**src/hw/rtl/i2c_master_register_access_assert.svh**
```systemverilog
// Assertion macros for the register-access I2C master
`ifndef I2C_MASTER_REGISTER_ACCESS_ASSERT_SVH
`define I2C_MASTER_REGISTER_ACCESS_ASSERT_SVH
`define I2CM_ASSERT_IMPL(lbl, ante, cons) \
    lbl: assert property (@(posedge i_clk) disable iff (!i_rst_n) (ante) |-> (cons)) \
        else $error("assertion failed");
`define I2CM_ASSERT_NEXT(lbl, ante, cons) \
    lbl: assert property (@(posedge i_clk) disable iff (!i_rst_n) (ante) |=> (cons)) \
        else $error("assertion failed");
`endif

```
**src/hw/rtl/i2cm_pkg.sv**
```systemverilog
// -----------------------------------------------------------------------------
// i2cm_pkg
// Types and constants shared by the register-access I2C master.
// -----------------------------------------------------------------------------
`default_nettype none
package i2cm_pkg;
    localparam logic [1:0] K_TICK  = 2'd0;
    localparam logic [1:0] K_WRITE = 2'd1;
    localparam logic [1:0] K_READ  = 2'd2;
    localparam logic [1:0] K_LOAD  = 2'd3;
    localparam logic       CFG_TPU = 1'b0;
    localparam logic       CFG_ATO = 1'b1;

    typedef enum logic [3:0] {
        P_IDLE, P_START_HI, P_START_LO, P_BIT_SET, P_BIT_HIGH, P_BIT_LOW,
        P_ACK_REL, P_ACK_RISE, P_ACK_POLL, P_RD_LOW, P_RD_HIGH, P_AK_SET,
        P_AK_HIGH, P_STOP_LO, P_STOP_HI
    } t_phase;

    typedef enum logic [3:0] {
        S_START1, S_ADDR_W, S_ACK_ADDR, S_REG, S_ACK_REG, S_WDATA, S_ACK_DATA,
        S_START2, S_ADDR_R, S_ACK_RADDR, S_RDATA, S_RACK, S_STOP
    } t_stage;

    typedef struct packed {
        logic [1:0] kind;
        logic [6:0] dev_addr;
        logic [7:0] reg_addr;
        logic [7:0] length;
        logic [7:0] data_byte;
        logic       sda_in;
    } t_item;

    typedef struct packed {
        logic       scl;
        logic       sda;
        logic [7:0] rbyte;
        logic       rvalid;
        logic       busy;
        logic       done;
        logic       err;
    } t_res;
endpackage
`default_nettype wire

```
**src/hw/rtl/i2cm_ram.sv**
```systemverilog
// -----------------------------------------------------------------------------
// i2cm_ram
// Generic single-port-write RAM with registered read.
// -----------------------------------------------------------------------------
`default_nettype none
module i2cm_ram #(
    parameter int WIDTH = 8,
    parameter int DEPTH = 16
) (
    input  wire logic                     i_clk,
    input  wire logic                     i_we,
    input  wire logic [$clog2(DEPTH)-1:0] i_waddr,
    input  wire logic [WIDTH-1:0]         i_wdata,
    input  wire logic [$clog2(DEPTH)-1:0] i_raddr,
    output logic      [WIDTH-1:0]         o_rdata
);
    logic [WIDTH-1:0] r_mem [DEPTH];
    always_ff @(posedge i_clk) begin
        if (i_we) r_mem[i_waddr] <= i_wdata;
        o_rdata <= r_mem[i_raddr];
    end
endmodule
`default_nettype wire

```
**src/hw/rtl/i2cm_queue.sv**
```systemverilog
// -----------------------------------------------------------------------------
// i2cm_queue
// Two-entry queue of accepted transactions between front end and engine.
// -----------------------------------------------------------------------------
`default_nettype none
module i2cm_queue (
    input  wire logic           i_clk,
    input  wire logic           i_rst_n,
    input  wire logic           i_push,
    input  wire i2cm_pkg::t_item i_item,
    input  wire logic           i_pop,
    output logic                o_valid,
    output logic                o_full,
    output i2cm_pkg::t_item     o_item
);
    import i2cm_pkg::*;
    t_item      r_q [2];
    logic       r_rd, r_wr;
    logic [1:0] r_cnt;
    always_ff @(posedge i_clk) begin
        if (!i_rst_n) begin
            r_rd <= 1'b0; r_wr <= 1'b0; r_cnt <= 2'd0;
        end else begin
            if (i_push) begin
                r_q[r_wr] <= i_item;
                r_wr <= ~r_wr;
            end
            if (i_pop) r_rd <= ~r_rd;
            r_cnt <= r_cnt + {1'b0, i_push} - {1'b0, i_pop};
        end
    end
    assign o_valid = r_cnt != 2'd0;
    assign o_full  = r_cnt == 2'd2;
    assign o_item  = r_q[r_rd];
endmodule
`default_nettype wire

```
**src/hw/rtl/i2cm_engine.sv**
```systemverilog
// -----------------------------------------------------------------------------
// i2cm_engine
// Bus engine: executes one transaction per cycle in which i_go is set, against the bit sequencer.
// Write-buffer bytes are prefetched so each data byte is ready when its step begins.
// -----------------------------------------------------------------------------
`default_nettype none
module i2cm_engine #(
    parameter int WRITE_DEPTH = 16
) (
    input  wire logic            i_clk,
    input  wire logic            i_rst_n,
    input  wire logic            i_go,
    input  wire i2cm_pkg::t_item i_item,
    input  wire logic [15:0]     i_tpu,
    input  wire logic [7:0]      i_ato,
    output i2cm_pkg::t_res       o_res
);
    import i2cm_pkg::*;
    localparam int AW = WRITE_DEPTH > 1 ? $clog2(WRITE_DEPTH) : 1;
    localparam int CW = $clog2(WRITE_DEPTH + 1);

    t_phase r_phase, n_phase;
    t_stage r_stage, n_stage, r_resume, n_resume;
    logic [3:0]  r_bit, n_bit;
    logic [7:0]  r_byte, n_byte, r_shift, n_shift, r_poll, n_poll;
    logic [15:0] r_timer, n_timer;
    logic [2:0]  r_delay, n_delay;
    logic [CW-1:0] r_load, n_load;
    logic [6:0]  r_dev, n_dev;
    logic [7:0]  r_reg, n_reg, r_len, n_len;
    logic        r_rd, n_rd, r_scl, n_scl, r_sda, n_sda, r_fail, n_fail;
    t_res        n_res;
    logic        we;
    logic [AW-1:0] waddr, raddr;
    logic [7:0]  rdata;
    logic [15:0] tpu;
    logic        stop_act;
    t_stage      aft, go_s;
    t_phase      cur;
    logic        halt;

    // buffer read address tracks the next byte to send
    assign raddr = AW'((r_stage == S_WDATA || r_stage == S_ACK_DATA) ?
                       r_byte + 8'd1 : r_byte);
    i2cm_ram #(.WIDTH(8), .DEPTH(1 << AW)) u_ram (
        .i_clk(i_clk), .i_we(we), .i_waddr(waddr), .i_wdata(i_item.data_byte),
        .i_raddr(raddr), .o_rdata(rdata));

    assign tpu = (i_tpu == 16'd0) ? 16'd1 : i_tpu;

    function automatic logic [7:0] rdata_sel(input logic [7:0] idx);
        rdata_sel = (32'(idx) < WRITE_DEPTH) ? rdata : 8'd0;
    endfunction

    always_comb begin
        n_phase = r_phase; n_stage = r_stage; n_resume = r_resume;
        n_bit = r_bit; n_byte = r_byte; n_shift = r_shift; n_poll = r_poll;
        n_timer = r_timer; n_delay = r_delay; n_load = r_load; n_dev = r_dev;
        n_reg = r_reg; n_len = r_len; n_rd = r_rd; n_scl = r_scl; n_sda = r_sda;
        n_fail = r_fail;
        n_res = '0;
        we = 1'b0;
        waddr = AW'(r_load);
        stop_act = 1'b0;
        aft = S_STOP; go_s = S_STOP;
        cur = r_phase;
        halt = 1'b0;
        if (i_go) begin
            if (i_item.kind == K_TICK) begin
                if (r_phase != P_IDLE) begin
                    // sequencer chain: each act that waits ends the tick
                    if (n_delay != 3'd0) begin
                        n_timer = r_timer + 16'd1;
                        if (n_timer >= tpu) begin
                            n_timer = '0;
                            n_delay = r_delay - 3'd1;
                        end
                    end
                    for (int j = 0; j < 4; j++) begin
                        if (!halt && n_phase != P_IDLE && n_delay == 3'd0) begin
                            cur = n_phase;
                            aft = S_STOP; go_s = S_STOP; stop_act = 1'b0;
                            case (n_phase)
                                P_START_HI: begin n_sda = 1'b0; n_delay = 3'd4;
                                    n_timer = '0; n_phase = P_START_LO; end
                                P_START_LO: begin n_scl = 1'b0; aft = n_stage; end
                                P_BIT_SET: begin n_scl = 1'b1; n_delay = 3'd2;
                                    n_timer = '0; n_phase = P_BIT_HIGH; end
                                P_BIT_HIGH: begin n_scl = 1'b0; n_delay = 3'd2;
                                    n_timer = '0; n_phase = P_BIT_LOW; end
                                P_BIT_LOW: begin
                                    n_bit = n_bit + 4'd1;
                                    if (n_bit < 4'd8) begin
                                        n_sda = n_shift[3'(4'd7 - n_bit)];
                                        n_delay = 3'd2; n_timer = '0;
                                        n_phase = P_BIT_SET;
                                    end else aft = n_stage;
                                end
                                P_ACK_REL: begin n_scl = 1'b1; n_delay = 3'd1;
                                    n_timer = '0; n_phase = P_ACK_RISE; end
                                P_ACK_RISE: begin n_poll = '0; n_phase = P_ACK_POLL; end
                                P_ACK_POLL: begin
                                    if (!i_item.sda_in) begin
                                        n_scl = 1'b0; aft = n_stage;
                                    end else if (n_poll >= i_ato) begin
                                        stop_act = 1'b1;
                                        if (n_stage == S_ACK_ADDR ||
                                            n_stage == S_ACK_DATA) begin
                                            n_fail = 1'b1; n_resume = S_STOP;
                                        end else n_resume = n_stage;
                                    end else n_poll = n_poll + 8'd1;
                                end
                                P_RD_LOW: begin
                                    n_scl = 1'b1;
                                    n_shift = {n_shift[6:0], i_item.sda_in};
                                    n_delay = 3'd1; n_timer = '0; n_phase = P_RD_HIGH;
                                end
                                P_RD_HIGH: begin
                                    n_bit = n_bit + 4'd1;
                                    if (n_bit < 4'd8) begin
                                        n_scl = 1'b0; n_delay = 3'd2; n_timer = '0;
                                        n_phase = P_RD_LOW;
                                    end else begin
                                        n_res.rvalid = 1'b1; n_res.rbyte = n_shift;
                                        aft = n_stage;
                                    end
                                end
                                P_AK_SET: begin n_scl = 1'b1; n_delay = 3'd2;
                                    n_timer = '0; n_phase = P_AK_HIGH; end
                                P_AK_HIGH: begin n_scl = 1'b0; aft = n_stage; end
                                P_STOP_LO: begin n_scl = 1'b1; n_sda = 1'b1;
                                    n_delay = 3'd4; n_timer = '0; n_phase = P_STOP_HI; end
                                P_STOP_HI: aft = S_STOP;
                                default: n_phase = P_IDLE;
                            endcase
                            // resume after a stop: one level of indirection
                            if (cur == P_STOP_HI || aft != S_STOP) begin
                                if (aft == S_STOP) begin
                                    if (n_resume == S_STOP) begin
                                        n_phase = P_IDLE; n_delay = '0;
                                        n_res.done = 1'b1;
                                        n_res.err = n_fail;
                                    end else aft = n_resume;
                                end
                                if (aft != S_STOP) begin
                                    case (aft)
                                        S_START1:    go_s = S_ADDR_W;
                                        S_ADDR_W:    go_s = S_ACK_ADDR;
                                        S_ACK_ADDR:  go_s = S_REG;
                                        S_REG:       go_s = S_ACK_REG;
                                        S_ACK_REG:   go_s = r_rd ? S_START2 :
                                            (n_byte < n_len ? S_WDATA : S_STOP);
                                        S_WDATA:     go_s = S_ACK_DATA;
                                        S_ACK_DATA: begin n_byte = n_byte + 8'd1;
                                            go_s = n_byte < n_len ? S_WDATA : S_STOP; end
                                        S_START2:    go_s = S_ADDR_R;
                                        S_ADDR_R:    go_s = S_ACK_RADDR;
                                        S_ACK_RADDR: go_s = n_byte < n_len ? S_RDATA : S_STOP;
                                        S_RDATA:     go_s = S_RACK;
                                        S_RACK: begin n_byte = n_byte + 8'd1;
                                            go_s = n_byte < n_len ? S_RDATA : S_STOP; end
                                        default:     go_s = S_STOP;
                                    endcase
                                    if (go_s == S_STOP) begin
                                        stop_act = 1'b1; n_resume = S_STOP;
                                    end
                                end
                            end
                            if (stop_act) begin
                                n_stage = S_STOP; n_scl = 1'b0; n_sda = 1'b0;
                                n_delay = 3'd4; n_timer = '0; n_phase = P_STOP_LO;
                            end else if (go_s != S_STOP) begin
                                n_stage = go_s; n_timer = '0;
                                case (go_s)
                                    S_ADDR_W, S_REG, S_WDATA, S_ADDR_R: begin
                                        case (go_s)
                                            S_ADDR_W: n_shift = {r_dev, 1'b0};
                                            S_REG:    n_shift = r_reg;
                                            S_ADDR_R: n_shift = {r_dev, 1'b1};
                                            default:  n_shift = rdata_sel(n_byte);
                                        endcase
                                        n_bit = '0; n_scl = 1'b0; n_sda = n_shift[7];
                                        n_delay = 3'd2; n_phase = P_BIT_SET;
                                    end
                                    S_START2: begin n_scl = 1'b1; n_sda = 1'b1;
                                        n_delay = 3'd4; n_phase = P_START_HI; end
                                    S_RDATA: begin n_bit = '0; n_shift = '0;
                                        n_scl = 1'b0; n_sda = 1'b1; n_delay = 3'd2;
                                        n_phase = P_RD_LOW; end
                                    S_RACK: begin n_scl = 1'b0;
                                        n_sda = (9'(n_byte) + 9'd1 < 9'(n_len)) ? 1'b0 : 1'b1;
                                        n_delay = 3'd2; n_phase = P_AK_SET; end
                                    default: begin n_sda = 1'b1; n_delay = 3'd1;
                                        n_phase = P_ACK_REL; end
                                endcase
                            end
                            if (cur == P_ACK_POLL) halt = 1'b1;
                        end
                    end
                end
            end else if (r_phase == P_IDLE) begin
                if (i_item.kind == K_LOAD) begin
                    if (32'(r_load) < WRITE_DEPTH) begin
                        we = 1'b1;
                        n_load = r_load + CW'(1);
                    end
                end else begin
                    n_dev = i_item.dev_addr; n_reg = i_item.reg_addr;
                    n_len = i_item.length;
                    n_rd = i_item.kind == K_READ;
                    if (!n_rd) begin
                        if (32'(n_len) > WRITE_DEPTH) n_len = 8'(WRITE_DEPTH);
                        n_load = '0;
                    end
                    n_byte = '0; n_fail = 1'b0; n_resume = S_STOP;
                    n_stage = S_START1; n_scl = 1'b1; n_sda = 1'b1;
                    n_delay = 3'd4; n_timer = '0; n_phase = P_START_HI;
                end
            end
        end
        n_res.scl = n_scl; n_res.sda = n_sda; n_res.busy = n_phase != P_IDLE;
    end

    always_ff @(posedge i_clk) begin
        if (!i_rst_n) begin
            r_phase <= P_IDLE; r_stage <= S_START1; r_resume <= S_STOP;
            r_bit <= '0; r_byte <= '0; r_shift <= '0; r_poll <= '0;
            r_timer <= '0; r_delay <= '0; r_load <= '0; r_dev <= '0;
            r_reg <= '0; r_len <= '0; r_rd <= 1'b0; r_scl <= 1'b1;
            r_sda <= 1'b1; r_fail <= 1'b0; o_res <= '0;
        end else begin
            r_phase <= n_phase; r_stage <= n_stage; r_resume <= n_resume;
            r_bit <= n_bit; r_byte <= n_byte; r_shift <= n_shift; r_poll <= n_poll;
            r_timer <= n_timer; r_delay <= n_delay; r_load <= n_load; r_dev <= n_dev;
            r_reg <= n_reg; r_len <= n_len; r_rd <= n_rd; r_scl <= n_scl;
            r_sda <= n_sda; r_fail <= n_fail;
            if (i_go) o_res <= n_res;
        end
    end
endmodule
`default_nettype wire

```
**src/hw/rtl/i2c_master_register_access.sv**
```systemverilog
// -----------------------------------------------------------------------------
// i2c_master_register_access
// Register-addressed I2C master, one result per transaction.
// -----------------------------------------------------------------------------
// One transaction per clock while the output is not stalled: accepted items enter a
// two-entry queue, the bus engine retires one per cycle into an output register, and
// the result appears in the cycle after the engine takes the item. Throughput is set by
// the engine step, one item per clock, limited only by output stall.
`default_nettype none
module i2c_master_register_access #(
    parameter int WRITE_DEPTH = 16
) (
    input  wire logic       i_clk,
    input  wire logic       i_rst_n,
    input  wire logic       i_cfg_we,
    input  wire logic       i_cfg_index,
    input  wire logic [15:0] i_cfg_data,
    input  wire logic       i_valid,
    output logic            o_stall,
    input  wire logic [1:0] i_kind,
    input  wire logic [6:0] i_dev_addr,
    input  wire logic [7:0] i_reg_addr,
    input  wire logic [7:0] i_length,
    input  wire logic [7:0] i_data_byte,
    input  wire logic       i_sda_in,
    output logic            o_valid,
    input  wire logic       i_stall,
    output logic            o_scl_level,
    output logic            o_sda_level,
    output logic [7:0]      o_read_byte,
    output logic            o_read_valid,
    output logic            o_busy_res,
    output logic            o_done_res,
    output logic            o_error
);
    import i2cm_pkg::*;
    `include "i2c_master_register_access_assert.svh"

    logic [15:0] r_tpu;
    logic [7:0]  r_ato;
    t_item       in_item, q_item;
    t_res        res;
    logic        q_valid, q_full, push, pop, r_ov;

    always_ff @(posedge i_clk) begin
        if (!i_rst_n) begin
            r_tpu <= 16'd1; r_ato <= 8'd250;
        end else if (i_cfg_we) begin
            if (i_cfg_index == CFG_TPU) r_tpu <= i_cfg_data;
            else r_ato <= i_cfg_data[7:0];
        end
    end

    assign in_item = '{kind: i_kind, dev_addr: i_dev_addr, reg_addr: i_reg_addr,
                       length: i_length, data_byte: i_data_byte, sda_in: i_sda_in};
    assign o_stall = q_full;
    assign push = i_valid && !q_full;
    assign pop  = q_valid && (!r_ov || !i_stall);

    i2cm_queue u_queue (.i_clk(i_clk), .i_rst_n(i_rst_n), .i_push(push),
        .i_item(in_item), .i_pop(pop), .o_valid(q_valid), .o_full(q_full),
        .o_item(q_item));

    i2cm_engine #(.WRITE_DEPTH(WRITE_DEPTH)) u_engine (.i_clk(i_clk),
        .i_rst_n(i_rst_n), .i_go(pop), .i_item(q_item), .i_tpu(r_tpu),
        .i_ato(r_ato), .o_res(res));

    always_ff @(posedge i_clk) begin
        if (!i_rst_n) r_ov <= 1'b0;
        else if (pop) r_ov <= 1'b1;
        else if (!i_stall) r_ov <= 1'b0;
    end

    assign o_valid = r_ov;
    assign o_scl_level = res.scl;
    assign o_sda_level = res.sda;
    assign o_read_byte = res.rbyte;
    assign o_read_valid = res.rvalid;
    assign o_busy_res = res.busy;
    assign o_done_res = res.done;
    assign o_error = res.err;

    `I2CM_ASSERT_IMPL(a_err_done, o_valid && o_error, o_done_res)
    `I2CM_ASSERT_IMPL(a_done_idle, o_valid && o_done_res, !o_busy_res)
    `I2CM_ASSERT_NEXT(a_hold, o_valid && i_stall, o_valid && $stable(res))
endmodule
`default_nettype wire

```
**config.mk**
```make
export PLATFORM = sky130hd
export DESIGN_NAME = i2c_master_register_access
export DESIGN_NICKNAME = d
export VERILOG_FILES = /design/src/hw/rtl/i2cm_pkg.sv /design/src/hw/rtl/i2cm_ram.sv /design/src/hw/rtl/i2cm_queue.sv /design/src/hw/rtl/i2cm_engine.sv /design/src/hw/rtl/i2c_master_register_access.sv
export VERILOG_INCLUDE_DIRS = /design/src /design/src/hw/rtl
export SDC_FILE = /design/constraint.sdc
export NUM_CORES = 1
export LEC_CHECK = 0
export BUFFER_PORTS_ARGS = -buffer_cell sky130_fd_sc_hd__buf_2
export CAP_MARGIN = 20
export CORE_ASPECT_RATIO = 0.7
export CORE_MARGIN = 2
export CORE_UTILIZATION = 64
export DETAILED_ROUTE_END_ITERATION = 6
export PLACE_DENSITY = 0.78
export RECOVER_POWER = 100
export SETUP_SLACK_MARGIN = 0.1
export SKIP_CTS_REPAIR_TIMING = 1
export SYNTH_ARGS = -nofsm -noshare
export SYNTH_HDL_FRONTEND = slang
export SYNTH_SLANG_ARGS = --single-unit
```
**constraint.sdc**
```tcl
create_clock -name i_clk -period 15.6 [get_ports i_clk]
set_input_delay 3.12 -clock i_clk [delete_from_list [all_inputs] [get_ports i_clk]]
set_output_delay 3.12 -clock i_clk [all_outputs]
set_load 0.005 [all_outputs]
```
# After elaboration in Yosys (flattened, before gate mapping)
# Memory sizes are Yosys's and may differ from the RTL's. A register that Yosys moved wholly into a read port is not among the register bits.
# Index checks and enable logic that the tools add are counted.
# W data, S select, Z words.
# op_classes
addsub	25
n_eq_ne	169
bitwise	5
mux	697
n_lt_le_gt_ge	31
n_reduce_logical	102
# op_table
op	count
$mux W4	265
$mux W8	97
$mux W16	26
$eq A4 B4 Y1 const B	68
$pmux W4 S12	4
$eq A4 B3 Y1 const B	45
$pmux W4 S11	4
$mux W3	54
$mux W1	160
$pmux W16 S2	4
$pmux W8 S2	8
$mux W9	14
$eq A4 B2 Y1 const B	24
$pmux W8 S3	4
$add A8 B1 Y8 const B	8
$lt A8 B8 Y1	8
$pmux W4 S4	4
$eq A4 B1 Y1 const B	12
$ne A4 B4 Y1 const B	12
$pmux W3 S4	4
$pmux W4 S3	4
$reduce_or A2 Y1	20
$reduce_or A5 Y1	8
$add A8 B1 Y9 const B	4
44 further kinds	168
# word_totals
ff_bits	134
inputBits	56
word_cells	1061
memories	2
ramBits	196
# memory_table
name	depth	word_bits	read_ports	rd_clocked_by_memory_dff	write_ports	line_no	text
u_engine.u_ram.r_mem	16	8	1	1	1	i2cm_ram.sv:17	logic [WIDTH-1:0] r_mem [DEPTH];
u_queue.r_q	2	34	1	1	1	i2cm_queue.sv:17	t_item r_q [2];

# Longest topological paths before layout
# Gate-level depths: netlist of the first run.
# depth
depth_word	163
ltp_mapped	62
ltp_nobuf	60

# Cells and area by module
# From an unflattened synthesis of the first run, not the netlist that was laid out.
# unflattened
cells_unflattened	2501
area_unflattened_um2	23779.1
# modules_own_cells
mod	area_per_inst_um2	n_inst	seq_area_each_um2	cells_each
i2cm_engine	14755.4	1	2102.0	2032
i2cm_ram	5147.4	1	4003.8	229
i2cm_queue	2839.0	1	2142.1	128
i2c_master_register_access	1037.2	1	500.5	112

# Least setup slack after synthesis of the first run
# OpenSTA, ideal clock, no wires.
# synth_timing
kind	register to register
start	register u_engine.r_timer[0]
end	register u_engine.o_res[2] in the netlist's numbering
path_stages_with_launch	60
path_buffers	2
setup_slack_ns	3.091
t_arrival_ns	12.370
setup_time_ns	0.139
synth_period_minus_slack_ns	12.509
path_cell_list	dfxtp_1 > ha_1 > nand3_1 > nor2_1 > and3_1 > and3_1 > nor2_1 > or2_2 > ha_1 > and3_1 > o311a_1 > a211oi_1 > o21a_1 > o211ai_1 > a21oi_1 > nand2_1 > a2111oi_2 > a21o_1 > [24 not listed] > a21oi_1 > nand2_1 > nor2_1 > nand3_1 > xnor2_1 > ha_1 > and4_1 > nand2_1 > o211a_1 > o221a_2 > o211ai_1 > o2bb2ai_2 > nor3_2 > a21oi_1 > a311o_1 > o211a_1 > a221oi_2 > a41oi_1
# synth_between
elab_chain_cells	133
elab_cells_between_ends	529
cone_classes	add/sub: 9; order compare: 13; eq/ne: 120; mux: 336; reduce/logical: 51
# synth_lines
element	line_no	text
from (decl)	i2cm_engine.sv:26	logic [15:0] r_timer, n_timer;
from (signal assigned)	i2cm_engine.sv:234	r_timer <= n_timer; r_delay <= n_delay; r_load <= n_load; r_dev <= n_dev;
$add A16 B1 Y16 *	i2cm_engine.sv:73	n_timer = r_timer + 16'd1;
$ge A16 B16 Y1 *	i2cm_engine.sv:74	if (n_timer >= tpu) begin
$mux W3 *	i2cm_engine.sv:74	
$mux W3 *	i2cm_engine.sv:72	if (n_delay != 3'd0) begin
$mux W3 *	i2cm_engine.sv:70	if (r_phase != P_IDLE) begin
$mux W3 *	i2cm_engine.sv:69	if (i_item.kind == K_TICK) begin
$mux W3 *	i2cm_engine.sv:68	if (i_go) begin
branches (longest 121 deep; another with $add A4 B1 Y4)	n/a	
$mux W4 *	i2cm_engine.sv:80	if (!halt && n_phase != P_IDLE && n_delay == 3'd0) begin
$mux W4 *	i2cm_engine.sv:70	
$mux W4 *	i2cm_engine.sv:69	
$mux W4 *	i2cm_engine.sv:68	
$reduce_bool A4 Y1 *	i2cm_engine.sv:221	n_res.scl = n_scl; n_res.sda = n_sda; n_res.busy = n_phase != P_IDLE;
to (signal assigned)	i2cm_engine.sv:237	if (i_go) o_res <= n_res;
to (decl)	i2cm_engine.sv:16	output i2cm_pkg::t_res o_res
# Mark *: on every way between the ends. The select of a mux whose other input is x is not followed.
# A chain may end at the register's enable or synchronous reset.

# Worst setup path in the final report of the first run
# layout_timing
start	register u_engine.r_timer[0]
end	register u_engine.r_timer[4]
# layout_between
elab_chain_cells	129
elab_cells_between_ends	535
cone_classes	add/sub: 9; order compare: 13; eq/ne: 112; mux: 350; reduce/logical: 51
# layout_lines
element	line_no
$add A16 B1 Y16 *	i2cm_engine.sv:73
branches (longest 125 deep; another with $ge A16 B16 Y1)	n/a
$mux W16 *	i2cm_engine.sv:80
$mux W16 *	i2cm_engine.sv:70
$mux W16 *	i2cm_engine.sv:69
# Marked as above.

==> results of run 1 <==
[cell type report]
class | instances | area, µm² | area share, %
inverters | 90 | 339.1 | 1.342
clock inverters | 15 | 128.9 | 0.5099
diodes | 1 | 2.502 | 0.009900
repair buffers | 124 | 685.7 | 2.713
well taps | 480 | 600.6 | 2.376
clock buffers | 43 | 870.8 | 3.445
multi-input cells | 1916 | 13900 | 54.99
flip-flops and latches | 339 | 8748 | 34.61
[per-stage QoR]
step                      cells  hold WS (ns)  setup WS [ns]
final                      3008        0.4759         0.6993
after global routing       3008        0.4963        0.06331
after CTS                  3004        0.4725         0.4282
after detailed placement   2946        0.4555         0.5350
after global placement     2944        0.4457          1.071
after floorplan            2453        0.4319          3.091
[Yosys cell counts, types with 31 or more instances]
cell	number	area, µm²
nor2_1	257	964.7
nand2_1	221	829.6
edfxtp_1	196	5886
a21oi_1	147	735.7
dfxtp_1	143	2863
ha_1	143	1789
o21ai_0	116	580.6
inv_1	88	330.3
clkbuf_1	83	311.6
nor3_1	72	360.4
nand3_1	65	325.3
xnor2_1	56	490.5
a22oi_1	53	397.9
mux4_2	48	1081
mux2i_1	44	440.4
a21o_1	42	315.3
xor2_1	37	324.1
a211oi_1	36	270.3
o22ai_1	31	193.9
[power breakdown]
part	total [mW]	switching [mW]	leakage [nW]	internal [mW]
Sequential	1.12	0.0753	2.94	1.04
Combinational	4.29	2.86	5.87	1.43
Clock	0.762	0.353	0.489	0.409
[cells by family after synthesis]
kind of cell / Yosys count
flip-flops: 339
XOR/XNOR: 94
multiplexers: 115
buffers and inverters: 198
AND/OR/NAND/NOR: 803
AO/OA/AOI/OAI: 761
adder cells (fa/ha/maj): 143
[layout by cell type, fill, tap and decap left out, drive strengths merged, types with 68 or more instances in the layout]
cell type / n
ha: 143
clkbuf: 99
a21oi: 150
nor3: 79
dfxtp: 143
nand2: 222
buf: 68
o21ai: 138
nor2: 257
inv: 91
edfxtp: 196
[per-layer routing]
layer  vias up  GRT usage [%]  part of all wire (%)
li1       9533              -                     -
met1     10290          59.42                    41
met2      1668          58.24                    42
met3       224          11.15                    15
met4         6          9.965                   2.8
met5         -              0                 0.054
[path summary, 6_finish.rpt]
check / from / endpoint / slack (ns)
setup / recovery: u_engine.r_timer[0] / u_engine.r_timer[4] / 0.70
hold / removal: u_engine.r_len[7] / u_engine.r_len[7] / 0.48
setup reg to reg: u_engine.r_timer[0] / u_engine.r_timer[4] / 0.70
hold reg to reg: u_engine.r_len[7] / u_engine.r_len[7] / 0.48
[tightest hold or removal path, cell delays in order (launching register included)]
cell	delay [ns]
dfxtp_1	0.32
nand2_1	0.06
a21oi_1	0.05
==> metrics.yaml, run 1 <==
outcome: "finished with violations"
violations: "DRC, capacitance limit, slew limit"
die_h_um: 163.7
synthSimpleGateAreaFrac_pct: 16.36
hp-class: "reg -> reg"
synth-xor-area-share_pct: 3.561
cts-buffers-inserted: 31
synth_edf_count: 196
fin_nets: 2701
synth_cells: 2453
cp_data_arrival_time_ns: 15.40
seq_area_frac_synth_pct: 37.50
maxCapViolations: 6
cts_tree: "done"
reg_top3: "u_engine.u_ram.r_mem: 128 flops, u_queue.r_q: 68 flops"
rsz0062_at_grt: "false"
globalplace.congestion: 1.076
drc_errors: 10
grt_max_degree: 89
ant_nets: 0
vias: 21720
synth_top_family_by_area: "compound AO/OA/AOI/OAI gates"
final_area_um2: 25280
synth_area_um2: 23330
port-buffer-count: 71
setup_viol: 0
synth.area.mux_share_pct: 7.632
grt_use_total_pct: 40.23
fin_total_pwr_mw: 6.171
hold_violations: 0
syn_area_per_cell_um2: 9.510
leakage_nw: 9.296
fp-row-count: 58
start_util_pct: 64.94
crit_type: "reg -> reg"
path_clk_slew_ns: 0.07
max_freq_mhz: 67.11
regMostFlops: "u_engine.u_ram.r_mem"
ios: 72
place_area_um2: 24260
cts_max_level: 1
vdd_drop_max_uv: 207.2
r2r_cells: 51
ys_ff_latch: 339
finalMaxSlewViolations: 251
drive_gt1_share_pct: 10.88
nFillCells: 2678
antenna_found_initial: 4
slew_headroom_pct: -204.2
largest_register_ffs: 128
fin_tns_setup_ns: 0
drt-initial-drc-count: 3963
grt-ovfl-total: 0
dieWidth_um: 232.2
fin_crit_ns: 14.90
clock_latency_ns: 0.62
slowest_stage: "o41ai_1"
end_kind: "register"
cpPeakStageDelay_ns: 1.07
clockRootBuffer: "clkbuf_16"
core-area_um2: 35920
dp_hpwl_um: 57250
grt_pass1_wl_um: 117500
synthArstFlopShare_pct: 0
crit_top_cell: "a21o_1"
via_per_inst: 7.220
p_per_area_nw_per_um2: 244.2
fin_crit_sh_pct: 95.52
path_delay_family: "compound AO/OA/AOI/OAI gates"
wl_per_cell_um: 25.87
cts.sinks: 339
crit_path_start_kind: "register"
drtPass1Iterations: 7
holdPathStages: 2
clk_path_buf_depth: 3
synth_nets: 2652
post-route-util_pct: 70.36
synthFlopType: "edfxtp_1"
fin_worst_skew_ns: 0.03605
synthAdderAreaFrac_pct: 7.670
postRouteWirelength_um: 77820
worst_pin_slew_ns: 4.564
worstPathMaxFanout: 10
areaGrowthSynthToFinish_pct: 8.351
synth_cell_types: 117
cp.depth: 51
critical_path_buf_inv_count: 0
yosysWarnings: 0
grt_pass1_vias: 19960
synth_compound_area_share_pct: 24.00
dieArea_um2: 38020
crit_required_ns: 16.10
No activity file was read; power rests on OpenSTA's default activity.
==> run 2: changes to the inputs <==
--- a/config.mk
+++ b/config.mk
@@ -9,7 +9,6 @@
 export BUFFER_PORTS_ARGS = -buffer_cell sky130_fd_sc_hd__buf_2
 export CAP_MARGIN = 20
 export CORE_ASPECT_RATIO = 0.7
-export CORE_MARGIN = 2
 export CORE_UTILIZATION = 64
 export DETAILED_ROUTE_END_ITERATION = 6
 export PLACE_DENSITY = 0.78
==> run 2 against run 1 <==
Compared with the run above:
- via count up 1.7%
- wire length up 3.1%
- critical path type unchanged
- sequential power about the same
- design area up 0.69%
- the flow still finishes with violations (DRC, capacitance limit, slew limit)
- die area down 2.1%
- sequential share of layout area down 0.24 points
- total power up 2.6%
- flip-flop and latch count unchanged
- highest routed layer unchanged
- utilization up 0.49 points
- fmax up 1.5%
- clock skew down 0.013 ns
==> metrics.yaml, run 2 (same netlist as run 1, synthesis figures left out) <==
timing.rr.start: "u_engine.r_timer[0]"  # unchanged
worstPathMaxFanout: 14  # was 10
grt_max_degree: 82  # was 89
hp-start: "r_ato[2]"  # was u_engine.r_len[7]
slew_headroom_pct: -165.7  # was -204.2%
fin_crit_ns: 14.67  # was 14.90 ns
outcome: "finished with violations"  # unchanged
antenna_found_initial: 1  # was 4
clockRootBuffer: "clkbuf_16"  # unchanged
globalplace.congestion: 1.053  # was 1.076
dp_hpwl_um: 57800  # was 57,250 µm
path_delay_family: "compound AO/OA/AOI/OAI gates"  # unchanged
start_util_pct: 64.94  # unchanged
dieArea_um2: 37230  # was 38,020 µm²
drc_errors: 14  # was 10
reg_top3: "u_engine.u_ram.r_mem: 128 flops, u_queue.r_q: 68 flops"  # unchanged
critical_path_buf_inv_count: 3  # was 0
finalMaxSlewViolations: 255  # was 251
ant_nets: 0  # unchanged
path_clk_slew_ns: 0.07  # about the same
core-area_um2: 35920  # unchanged
cts_tree: "done"  # unchanged
wl_per_cell_um: 26.61  # was 25.87 µm
mostFrequentLayoutCells: "253 x nor2_1, 221 x nand2_1, 196 x edfxtp_1, 146 x a21oi_1"  # was 252 x nor2_1, 220 x nand2_1, 196 x edfxtp_1, 144 x a21oi_1
fin_nets: 2709  # was 2,701
clock_latency_ns: 0.56  # was 0.62 ns
diodes: 0  # was 1
grt_pass1_vias: 20050  # was 19,960
max_freq_mhz: 68.15  # was 67.11 MHz
crit_path_start_kind: "register"  # unchanged
fin_crit_sh_pct: 94.06  # was 95.52%
maxCapViolations: 7  # was 6
finalWorstSetupSlack_ns: 0.9262  # was 0.6993 ns
grt_pass1_wl_um: 119900  # was 117,500 µm
via_per_inst: 7.325  # was 7.220
cp_data_arrival_time_ns: 15.09  # was 15.40 ns
timing.rr.end: "u_engine.r_timer[4]"  # unchanged
dieWidth_um: 230.2  # was 232.2 µm
rsz0062_at_grt: "false"  # unchanged
p_per_area_nw_per_um2: 248.9  # was 244.2 nW/µm²
clk_path_buf_depth: 3  # unchanged
slowest_stage: "o21ai_0"  # was o41ai_1
port-buffer-count: 71  # unchanged
cts_max_level: 2  # was 1
grt_use_total_pct: 42.04  # was 40.23%
cp.depth: 58  # was 51
vdd_drop_max_uv: 254.0  # was 207.2 µV
leakage_nw: 9.404  # was 9.296 nW
fin_worst_skew_ns: 0.02354  # was 0.03605 ns
crit_top_cell: "a21o_1"  # unchanged
hold_slack_ns: 0.4677  # was 0.4759 ns
hp-class: "reg -> reg"  # unchanged
fp-row-count: 58  # unchanged
cts-buffers-inserted: 34  # was 31
rrSetupSlack_ns: 0.93  # was 0.70 ns
setup_viol: 0  # unchanged
hold_violations: 0  # unchanged
startpoint: "u_engine.r_timer[0]"  # unchanged
largest_register_ffs: 128  # unchanged
drive_gt1_share_pct: 11.51  # was 10.88%
regMostFlops: "u_engine.u_ram.r_mem"  # unchanged
drt-initial-drc-count: 3866  # was 3,963
die_h_um: 161.7  # was 163.7 µm
postRouteWirelength_um: 80270  # was 77,820 µm
areaGrowthSynthToFinish_pct: 9.102  # was 8.351%
fin_cells: 3016  # was 3,008
post-route-util_pct: 70.85  # was 70.36%
dp_cells: 2952  # was 2,946
end_kind: "register"  # unchanged
final_common_cell: "nor2_1"  # unchanged
pre_cts_slack_ns: 1.122  # was 0.5350 ns
grt-ovfl-total: 0  # unchanged
violations: "DRC, capacitance limit, slew limit"  # unchanged
ios: 72  # unchanged
vias: 22090  # was 21,720
worst_pin_slew_ns: 3.986  # was 4.564 ns
cts.sinks: 339  # unchanged
r2r_cells: 58  # was 51
crit_required_ns: 16.02  # was 16.10 ns
crit_type: "reg -> reg"  # unchanged
fin_tns_setup_ns: 0  # unchanged
cpPeakStageDelay_ns: 0.53  # was 1.07 ns
drtPass1Iterations: 7  # unchanged
cp-endpoint: "u_engine.r_timer[4]"  # unchanged
-- run 2: cell count changes in the layout (fill, tap and decap cells not counted), sizes merged --
cell      before  now
clkinvlp       4    2
diode          1    0
clkbuf        99   94
clkinv         9   10
bufinv         1    4
buf           68   80
-- run 2: final cells by class --
cell class | count | area [µm²]
clock inverter | 17 | 240.2
inverter | 90 | 339.1
multi-input combinational | 1916 | 13880
timing repair buffer | 129 | 704.4
fill | 2680 | 10470
sequential | 339 | 8748
clock buffer | 45 | 942.2
tap | 480 | 600.6
-- run 2: worst min path at each step --
stage,end,slack [ns],depth (start not counted)
2_1_floorplan,u_engine.r_len[5],0.43,2
3_3_place_gp,u_engine.r_len[6],0.44,2
3_5_place_dp,r_ato[2],0.46,2
4_1_cts,r_ato[2],0.47,2
5_1_grt,u_engine.r_len[6],0.49,2
6_report,r_ato[2],0.47,2
-- run 2: layer usage --
metal	vias to the layer above	routed length [µm]	part of all wire, %	global-route usage, %
met3	282	11430	14	10.31
li1	9558	-	-	-
met5	-	9	0.011	0
met2	1785	32860	41	59.28
met1	10470	32580	41	61.72
met4	2	3385	4.2	16.98
-- run 2: metrics by stage --
| stage | instance area (µm²) | total power, mW |
|---|---|---|
| after floorplan | 23330 | 4.045 |
| after global placement | 24310 | 5.161 |
| after detailed placement | 24320 | 5.213 |
| after CTS | 25500 | 6.125 |
| after global routing | 25450 | 6.664 |
| final | 25450 | 6.334 |
-- run 2: power by group --
part | internal (mW) | switching [mW] | total [mW] | leakage (nW)
Clock | 0.502 | 0.388 | 0.890 | 0.581
Combinational | 1.43 | 2.89 | 4.32 | 5.89
Sequential | 1.04 | 0.0819 | 1.12 | 2.94
-- run 2: tightest hold or removal path, delay by kind of cell (launching register included) --
| kind | cells | cell delay [ns] |
|---|---|---|
| simple gates | 1 | 0.05 |
| flops | 1 | 0.31 |
| compound gates | 1 | 0.05 |
